<file path="src/sv/nfsr_pkg.sv">
`timescale 1ns / 1ps
// ----------------------------------------------------------------------------
// nfsr_pkg: shared types and constants of the scanline reader
// Holds the default frame size, the configuration register indexes, the
// controller command and status bundles and the palette lookup.
// ----------------------------------------------------------------------------
package nfsr_pkg;

  localparam int FRAME_WIDTH_DEF  = 640;
  localparam int FRAME_HEIGHT_DEF = 480;

  // wide enough for (width/2)*y + x/2 at the default frame size
  localparam int PROD_W = 20;

  localparam int CFG_IDX_W  = 3;
  localparam int CFG_DATA_W = 64;

  localparam logic [CFG_IDX_W-1:0] CFG_PAL_0_3   = 3'd0;
  localparam logic [CFG_IDX_W-1:0] CFG_PAL_4_7   = 3'd1;
  localparam logic [CFG_IDX_W-1:0] CFG_PAL_8_11  = 3'd2;
  localparam logic [CFG_IDX_W-1:0] CFG_PAL_12_15 = 3'd3;
  localparam logic [CFG_IDX_W-1:0] CFG_RAW_RUN   = 3'd4;
  localparam logic [CFG_IDX_W-1:0] CFG_EOL       = 3'd5;

  localparam logic REQ_PLOT  = 1'b0;
  localparam logic REQ_FETCH = 1'b1;

  typedef logic [3:0][63:0] palette_t;

  typedef enum logic [2:0] {
    ST_CLEAR,
    ST_IDLE,
    ST_ADDR,
    ST_MEM,
    ST_COMPOSE
  } ctrl_state_t;

  // which kind of scanline word a fetch produces
  typedef enum logic [2:0] {
    WK_TOKEN0,
    WK_TOKEN1,
    WK_PAIR,
    WK_EOL,
    WK_ERR
  } word_kind_t;

  typedef struct packed {
    logic latch_in;
    logic calc_addr;
    logic mem_access;
    logic load_out;
    logic clear_step;
  } ctrl_cmd_t;

  typedef struct packed {
    logic is_fetch;
    logic clear_last;
    logic out_free;
  } ctrl_status_t;

  function automatic logic [15:0] pal_color(input palette_t pal, input logic [3:0] idx);
    pal_color = pal[idx[3:2]][{idx[1:0], 4'b0000} +: 16];
  endfunction

endpackage

</file>
<file path="src/sv/nfsr_ctrl.sv">
`timescale 1ns / 1ps
// ----------------------------------------------------------------------------
// nfsr_ctrl: sequencing of the scanline reader
// Runs the clearing pass after reset, then steps one request at a time
// through address and memory phases, and for a fetch a compose phase.
// ----------------------------------------------------------------------------
module nfsr_ctrl (
  input  logic                  clk,
  input  logic                  rst_n,
  input  logic                  in_valid,
  output logic                  in_stall,
  input  nfsr_pkg::ctrl_status_t status,
  output nfsr_pkg::ctrl_cmd_t    cmd
);
  import nfsr_pkg::*;

  ctrl_state_t state_r;
  ctrl_state_t state_nxt;

  always_ff @(posedge clk) begin
    if (!rst_n) begin
      state_r <= ST_CLEAR;
    end else begin
      state_r <= state_nxt;
    end
  end

  always_comb begin
    state_nxt = state_r;
    cmd       = '0;
    in_stall  = 1'b1;
    unique case (state_r)
      ST_CLEAR: begin
        cmd.clear_step = 1'b1;
        if (status.clear_last) begin
          state_nxt = ST_IDLE;
        end
      end
      ST_IDLE: begin
        in_stall = 1'b0;
        if (in_valid) begin
          cmd.latch_in = 1'b1;
          state_nxt    = ST_ADDR;
        end
      end
      ST_ADDR: begin
        cmd.calc_addr = 1'b1;
        state_nxt     = ST_MEM;
      end
      ST_MEM: begin
        cmd.mem_access = 1'b1;
        state_nxt      = status.is_fetch ? ST_COMPOSE : ST_IDLE;
      end
      ST_COMPOSE: begin
        // hold until the output register can take the word
        if (status.out_free) begin
          cmd.load_out = 1'b1;
          state_nxt    = ST_IDLE;
        end
      end
      default: begin
        state_nxt = ST_IDLE;
      end
    endcase
  end

endmodule

</file>
<file path="config.mk">
export PLATFORM = sky130hd
export DESIGN_NAME = nfsr_ctrl
export DESIGN_NICKNAME = d
export VERILOG_FILES = /design/src/sv/nfsr_pkg.sv /design/src/sv/nfsr_ctrl.sv
export SDC_FILE = /design/constraint.sdc
export NUM_CORES = 1
export LEC_CHECK = 0
export BUFFER_PORTS_ARGS = -buffer_cell sky130_fd_sc_hd__buf_2
export CAP_MARGIN = 40
export CORE_AREA = 3 3 40 42
export DETAILED_ROUTE_END_ITERATION = 6
export DIE_AREA = 0 0 43 45
export GPL_TIMING_DRIVEN = 0
export RECOVER_POWER = 50
export SYNTH_ARGS = -nofsm -noshare
export SYNTH_HDL_FRONTEND = slang
export SYNTH_SLANG_ARGS = --single-unit
</file>
<file path="constraint.sdc">
create_clock -name clk -period 1.6 [get_ports clk]
set_input_delay 0.16 -clock clk [delete_from_list [all_inputs] [get_ports clk]]
set_output_delay 0.16 -clock clk [all_outputs]
set_load 0.05 [all_outputs]
</file>
==> results of run 1 <==
-- routing by layer --
| metal | track usage | part of all wire | routed length (um) | vias up |
|---|---|---|---|---|
| li1 | - | - | - | 99 |
| met1 | 0.0627 | 0.37 | 167 | 92 |
| met2 | 0.0868 | 0.53 | 236 | 7 |
| met3 | 0.0598 | 0.10 | 45 | 0 |
| met4 | 0.0542 | 0 | 0 | 0 |
| met5 | 0 | 0 | 0 | - |
-- final cells by class --
| class | instances | area [sq um] | area share |
|---|---|---|---|
| Sequential cell | 3 | 61.3 | 0.210 |
| Clock buffer | 4 | 26.3 | 0.0901 |
| Inverter | 1 | 3.75 | 0.0129 |
| Timing Repair Buffer | 11 | 60.1 | 0.206 |
| Tap cell | 15 | 18.8 | 0.0644 |
| Multi-Input combinational cell | 15 | 121 | 0.416 |
-- worst max-delay path: cells and delay by family (launching register included) --
| kind | cells | cell delay (ns) |
|---|---|---|
| AND/OR/NAND/NOR | 2 | 0.54 |
| flip-flops | 1 | 0.40 |
| buffers and inverters | 1 | 0.17 |
-- where the power goes --
group	internal, W	switching, W	total [W]
clock network	0.0000935	0.0000402	0.000134
logic	0.0000447	0.0000871	0.000132
registers	0.0000851	0.0000181	0.000103
total	0.000223	0.000145	0.000369
-- through the flow --
| stage | hold WS [ns] | setup WS, ns | utilization |
|---|---|---|---|
| 2_1_floorplan | 0.278 | 0.107 | - |
| 3_5_place_dp | 0.399 | 0.151 | 0.202 |
| 4_1_cts | 0.148 | 0.0571 | 0.225 |
| 6_report | 0.161 | 0.108 | 0.227 |
| 5_1_grt | 0.160 | 0.0268 | 0.227 |
| 3_3_place_gp | 0.395 | 0.157 | 0.202 |
-- worst max-delay path by stage --
stage | startpoint | end | slack (ns) | cells past startpoint
final | state_r[0] | cmd[4] | 0.11 | 3
after global routing | state_r[0] | cmd[4] | 0.03 | 3
after CTS | state_r[0] | cmd[4] | 0.06 | 3
after detailed placement | state_r[0] | cmd[4] | 0.15 | 3
after global placement | state_r[0] | cmd[4] | 0.16 | 3
after floorplan | state_r[0] | state_r[0] | 0.11 | 3
-- cells in the mapped netlist, types with 2 or more instances --
| library cell | instances |
|---|---|
| dfxtp_1 | 3 |
| nor3b_1 | 2 |
| nor3_1 | 2 |
| nor2_1 | 2 |
-- logic make-up (layout without fill, tap and decap cells) --
group           Yosys count  count (layout)  share of synthesized area
compound gates            4               4                      0.191
buf+inv                   1              16                     0.0220
flops                     3               3                      0.353
simple gates             11              11                      0.434
-- what timing repair did --
action | 4_1_cts | 5_1_grt
pin swaps | 0 | 0
setup endpoints to repair | 1 | 1
resized for setup | 2 | 1
==> impl_metrics.tcl, run 1 <==
set metrics [dict create \
    status "complete, no violations" \
    finalNonFillerCells 49 \
    start_util 0.132 \
    grt_pass1_vias 193 \
    irDropWorstVdd_mv 0.235 \
    worstPathArrival_ns 1.33 \
    die-area_sq_um 1940 \
    max_stage_delay_ns 0.42 \
    layout-drive-gt1-share 0.559 \
    synth-async-reset-ratio 0 \
    fin_area_sq_um 292 \
    maxSlewViolCount 0 \
    hp-start "rst_n" \
    fill_cells 149 \
    skew_ns 0.00291 \
    crit_path_start_kind "flip-flop" \
    grt_max_degree 9 \
    worst_pin_slew_ns 0.591 \
    clkLatencyLatePin_ns 0.23 \
    synthToLayoutAreaGrowth_pct 71.3 \
    gp_congestion 0.615 \
    clk_pin_slew_ns 0.04 \
    synth.area.top_cells "dfxtp_1 (35%), nor3b_1 (8.8%), nor2_4 (6.6%), or3b_4 (6.6%), a32o_1 (5.9%)" \
    cts_tree "yes" \
    ys_ff_latch 3 \
    relSlewSlack 0.608 \
    hold_viol_final 0 \
    synth_largest_area_cell "dfxtp_1" \
    clock_sinks 3 \
    postRouteAntennaNets 0 \
    regToRegSetupSlack_ns 0.46 \
    groute.usage.overall 0.0658 \
    cp-end-kind "primary output" \
    reg2reg_to "state_r[0]" \
    cts_hold_buffers 0 \
    pin_count 12 \
    hold_end "state_r[1]" \
    layout.nets 41 \
    finalSetupViolCount 0 \
    period_share 0.933 \
    max_freq_ghz 0.670 \
    post-route-min-period_ns 1.49 \
    grt_first_pass_wirelength_um 821 \
    synth_nets 25 \
    dp_cells 45 \
    grt-ovfl-total 0 \
    crit_type "reg2out" \
    cts_max_path_buffers 2 \
    synth_area_sq_um 170 \
    crit_fanout 8 \
    power_density_nw_per_um2 1260 \
    io_buffers 11 \
    drt-initial-drc-count 1 \
    final.setup.tns_ns 0 \
    cts-root-buf "clkbuf_4" \
    cts.htree.levels 1 \
    fp.coreArea_sq_um 1280 \
    cts_buffers 3 \
    cp.required_ns 1.44 \
    worstPathCellList "or3b_4 -> nor2_4 -> buf_6" \
    hold_path.class "in2reg" \
    ys_warn_count 0 \
    yosysTopAreaCellShare 0.353 \
    critPathSlowestCell "or3b_4" \
    vias_per_cell 4.04 \
    hold_depth 2 \
    die_height_um 45 \
    rr_worst_depth 3 \
    leakage_nw 0.138 \
    seq_area_frac_synth 0.353 \
    drc 0 \
    synthCells 19 \
    reg.largest.list "state_r (3)" \
    wl_per_cell_um 9.14 \
    dr.pass1.iters 2 \
    cts_setup_buffers 0 \
    worst_r2r_startpoint "state_r[2]" \
    finalWirelength_um 448 \
    synth_edf_count 0 \
    final_cell_mix "buf_2 (9), clkbuf_4 (3)" \
    antenna_found_initial 0 \
    finalPower_w 0.000369 \
    yosysUniqueCellTypes 14 \
    synth-main-ff-cell "dfxtp_1" \
    vias 198 \
    largest_reg_flops 3 \
    die_w_um 43 \
    rsz0062_at_grt "no" \
    layout_commonest_cell "buf_2" \
    cap_violations 0 \
    placed_area_sq_um 259 \
    antennaDiodeCount 0 \
    largest_register "state_r" \
    synth.avg_cell_area_sq_um 8.96 \
    rows 13 \
]
Power figures use the tool's default switching activity.
==> run 2, diff against run 1 <==
CTS_BUF_LIST = sky130_fd_sc_hd__clkbuf_8   (was unset)
SETUP_SLACK_MARGIN = 0.02   (was unset)
==> impl_metrics.tcl, run 2 (synthesized netlist as in run 1, its figures left out) <==
set metrics [dict create \
    cts.htree.levels 1 \
    layout.nets 41 \
    reg2reg_to "state_r[0]" \
    antennaDiodeCount 0 \
    multi_input_area_sq_um 121 \
    power_frac_comb 0.291 \
    finalWirelength_um 441 \
    largest_reg_flops 3 \
    rsz0062_at_grt "no" \
    post-route-min-period_ns 1.50 \
    crit_fanout 8 \
    fill_cells 148 \
    drc 0 \
    finalNonFillerCells 49 \
    skew_ns 0.00178 \
    die_w_um 43 \
    gp_congestion 0.615 \
    max_freq_ghz 0.666 \
    cts_tree "yes" \
    worstPathArrival_ns 1.34 \
    power.switching_w 0.000154 \
    worst-path-buf-inv 1 \
    cts_buffers 3 \
    final.setup.tns_ns 0 \
    maxSlewViolCount 0 \
    hold_viol_final 0 \
    die_height_um 45 \
    crit_path_start_kind "flip-flop" \
    dr.pass1.iters 2 \
    ctsResizeCount 2 \
    crit_type "reg2out" \
    drt-initial-drc-count 2 \
    startpoint "state_r[0]" \
    start_util 0.132 \
    hold_depth 2 \
    synthToLayoutAreaGrowth_pct 80.1 \
    worst_r2r_startpoint "state_r[2]" \
    power_density_nw_per_um2 1450 \
    clkLatencyLatePin_ns 0.21 \
    largest_register "state_r" \
    switching_share 0.345 \
    cts-root-buf "clkbuf_8" \
    clock_sinks 3 \
    layout_commonest_cell "buf_2" \
    endpoint "cmd[4]" \
    grt_first_pass_wirelength_um 814 \
    die-area_sq_um 1940 \
    groute.usage.overall 0.0633 \
    pin_count 12 \
    grt_max_degree 9 \
    final_cell_mix "buf_2 (9), clkbuf_8 (3)" \
    reg.largest.list "state_r (3)" \
    period_share 0.938 \
    dp_cells 45 \
    grt-ovfl-total 0 \
    cts_max_path_buffers 2 \
    layout-drive-gt1-share 0.559 \
    crit_family "simple AND/OR/NAND/NOR gates" \
    worst_pin_slew_ns 0.591 \
    rr_worst_depth 3 \
    hold_path.class "in2reg" \
    vias_per_cell 3.98 \
    seq_area_sq_um 61.3 \
    path_depth 3 \
    critPathSlowestCell "or3b_4" \
    finalSetupViolCount 0 \
    max_stage_delay_ns 0.42 \
    power.internal_w 0.000292 \
    seqPwrFrac 0.232 \
    finalPower_w 0.000446 \
    cap_violations 0 \
    grt_pass1_vias 195 \
    leakage_nw 0.149 \
    worstPathCellList "or3b_4 -> nor2_4 -> buf_4" \
    relSlewSlack 0.608 \
    cp-end-kind "primary output" \
    cts_hold_buffers 0 \
    wl_per_cell_um 9.00 \
    vias 195 \
    cts_setup_buffers 0 \
    rows 13 \
    cp.required_ns 1.44 \
    regToRegSetupSlack_ns 0.46 \
    postRouteAntennaNets 0 \
    antenna_found_initial 0 \
    io_buffers 11 \
    clk_pin_slew_ns 0.03 \
    irDropWorstVdd_mv 0.307 \
    status "complete, no violations" \
    fp.coreArea_sq_um 1280 \
    pwr-share-clk 0.477 \
]
[run 2: cell types whose count changed in the layout (fill, tap and decap cells not counted)]
cell	delta
clkbuf_8	+3
inv_1	+1
clkbuf_4	-3
buf_4	+1
clkbuf_1	-1
buf_6	-1
[run 2: stage by stage]
stage               instance area, sq um   util  setup slack [ns]  hold slack, ns
floorplan                            185      -             0.107           0.278
global placement                     259  0.202             0.157           0.395
detailed placement                   259  0.202             0.151           0.399
CTS                                  308  0.240            0.0809           0.173
global route                         307  0.239            0.0292           0.189
finish                               307  0.239            0.0993           0.177
[run 2: per-layer routing]
| metal | routed length, um | part of all wire | GRT usage | vias up |
|---|---|---|---|---|
| li1 | - | - | - | 99 |
| met1 | 168 | 0.38 | 0.0627 | 89 |
| met2 | 228 | 0.52 | 0.0868 | 7 |
| met3 | 44 | 0.10 | 0.0478 | 0 |
| met4 | 0 | 0 | 0.0542 | 0 |
| met5 | 0 | 0 | 0 | - |
[run 2: area by class of cell]
cell class	instances	area share
timing repair buffer	11	0.184
multi-input combinational	15	0.396
tap	15	0.0612
clock inverter	1	0.0122
sequential	3	0.200
clock buffer	3	0.135
inverter	1	0.0122
[run 2: power by group through the flow]
stage / Combinational [W] / Sequential, W / Clock (W)
floorplan: 0.000106 / 0.0000998 / 0
global placement: 0.000131 / 0.000104 / 0
detailed placement: 0.000131 / 0.000104 / 0
CTS: 0.000133 / 0.000104 / 0.000221
global route: 0.000139 / 0.000106 / 0.000233
finish: 0.000130 / 0.000103 / 0.000213
[run 2: worst min-delay path by stage]
stage	from	slack, ns	to
after CTS	rst_n	0.17	state_r[1]
after global placement	rst_n	0.40	state_r[1]
after global routing	rst_n	0.19	state_r[1]
after detailed placement	rst_n	0.40	state_r[1]
final	rst_n	0.18	state_r[1]
after floorplan	rst_n	0.28	state_r[1]
==> run 3, diff against run 2 <==
clock period = 1.9 ns   (was 1.6 ns; I/O delays follow)
==> impl_metrics.tcl, run 3 (synthesized netlist as in run 1, its figures left out) <==
set metrics [dict create \
    status "complete, no violations" \
    drc 0 \
    cp-end-kind "primary output" \
    vias 200 \
    power_density_nw_per_um2 1260 \
    final_cell_mix "buf_2 (10), clkbuf_8 (3), dfxtp_1 (3)" \
    largest_register "state_r" \
    dp_slack_ns 0.450 \
    hold_viol_final 0 \
    cts_buffers 3 \
    crit_path_start_kind "flip-flop" \
    reg.largest.list "state_r (3)" \
    die_w_um 43 \
    layout_commonest_cell "buf_2" \
    start_util 0.132 \
    die-area_sq_um 1940 \
    cts.htree.levels 1 \
    pin_count 12 \
    antenna_found_initial 0 \
    cp.required_ns 1.71 \
    gp_congestion 0.654 \
    cts_hold_buffers 0 \
    clkLatencyLatePin_ns 0.21 \
    max_stage_delay_ns 0.45 \
    hold_path.class "in2reg" \
    relSlewSlack 0.603 \
    fill_cells 156 \
    ctsResizeCount 0 \
    use_met3 0.0518 \
    grt_use_met2 0.0749 \
    cap_violations 0 \
    cts_max_path_buffers 2 \
    skew_ns 0.00158 \
    final.setup.tns_ns 0 \
    crit_type "reg2out" \
    rows 13 \
    drt-initial-drc-count 0 \
    critPathSlowestCell "dfxtp_1" \
    vias_per_cell 4.08 \
    finalPower_w 0.000366 \
    crit_fanout 8 \
    grt_util_met1 0.0553 \
    irDropWorstVdd_mv 0.375 \
    layout-drive-gt1-share 0.441 \
    wl_per_cell_um 9.51 \
    period_share 0.882 \
    cts_setup_buffers 0 \
    layout.nets 41 \
    rsz0062_at_grt "no" \
    clk_pin_slew_ns 0.03 \
    antennaDiodeCount 0 \
    postRouteAntennaNets 0 \
    grt_pass1_vias 195 \
    hpwl_um 372 \
    worstPathArrival_ns 1.49 \
    io_buffers 11 \
    maxSlewViolCount 0 \
    grt_max_degree 9 \
    grt-ovfl-total 0 \
    fp.coreArea_sq_um 1280 \
    post-route-min-period_ns 1.68 \
    leakage_nw 0.144 \
    setup_ws_ns 0.224 \
    cts-root-buf "clkbuf_8" \
    largest_reg_flops 3 \
    synthToLayoutAreaGrowth_pct 70.6 \
    cts_tree "yes" \
    max_freq_ghz 0.597 \
    groute.usage.overall 0.0607 \
    top_usage_layer "met2" \
    die_height_um 45 \
    worst_pin_slew_ns 0.598 \
    finalWirelength_um 466 \
    grt_first_pass_wirelength_um 759 \
    worstPathCellList "or3b_1 -> nor2_4 -> buf_2" \
    dr.pass1.iters 1 \
    clock_sinks 3 \
    finalSetupViolCount 0 \
]
-- run 3: cell counts in the layout (fill, tap and decap cells not counted) --
No cell type changed its count.
-- run 3: worst paths after layout --
kind                            startpoint  slack, ns    endpoint  cells after the start
worst max-delay path            state_r[0]       0.22      cmd[4]                      3
worst min-delay path                 rst_n       0.22  state_r[1]                      2
worst max register to register  state_r[0]       0.73  state_r[0]                      3
worst min register to register  state_r[1]       0.62  state_r[2]                      1
-- run 3: critical path, delay by kind of cell, from the launching register on --
kind | cells | cell delay, ns
simple gates | 2 | 0.55
flops | 1 | 0.45
buf+inv | 1 | 0.27
-- run 3: power breakdown --
group          leakage (nW)  switching, W  internal, W
registers            0.0247     0.0000134    0.0000710
logic                0.0921     0.0000729    0.0000303
clock network        0.0269     0.0000411     0.000137
-- run 3: routing by layer --
layer	wire length [um]	part of all wire
met5	0	0
met4	21	0.045
met3	59	0.13
met2	203	0.44
met1	181	0.39
-- run 3: cell type report --
cell class                      instances  area (sq um)  share of cell area
Clock buffer                            3          41.3               0.142
Clock inverter                          1          3.75              0.0129
Inverter                                1          3.75              0.0129
Multi-Input combinational cell         15           109               0.375
Sequential cell                         3          60.1               0.207
Tap cell                               15          18.8              0.0647
Timing Repair Buffer                   11          53.8               0.185
-- run 3: per-stage QoR --
step / util / cells / hold WS, ns / area [sq um]
after floorplan: - / 19 / 0.308 / 175
after global placement: 0.194 / 45 / 0.426 / 249
after detailed placement: 0.194 / 45 / 0.440 / 249
after CTS: 0.229 / 49 / 0.218 / 294
after global routing: 0.226 / 49 / 0.226 / 290
final: 0.226 / 49 / 0.218 / 290
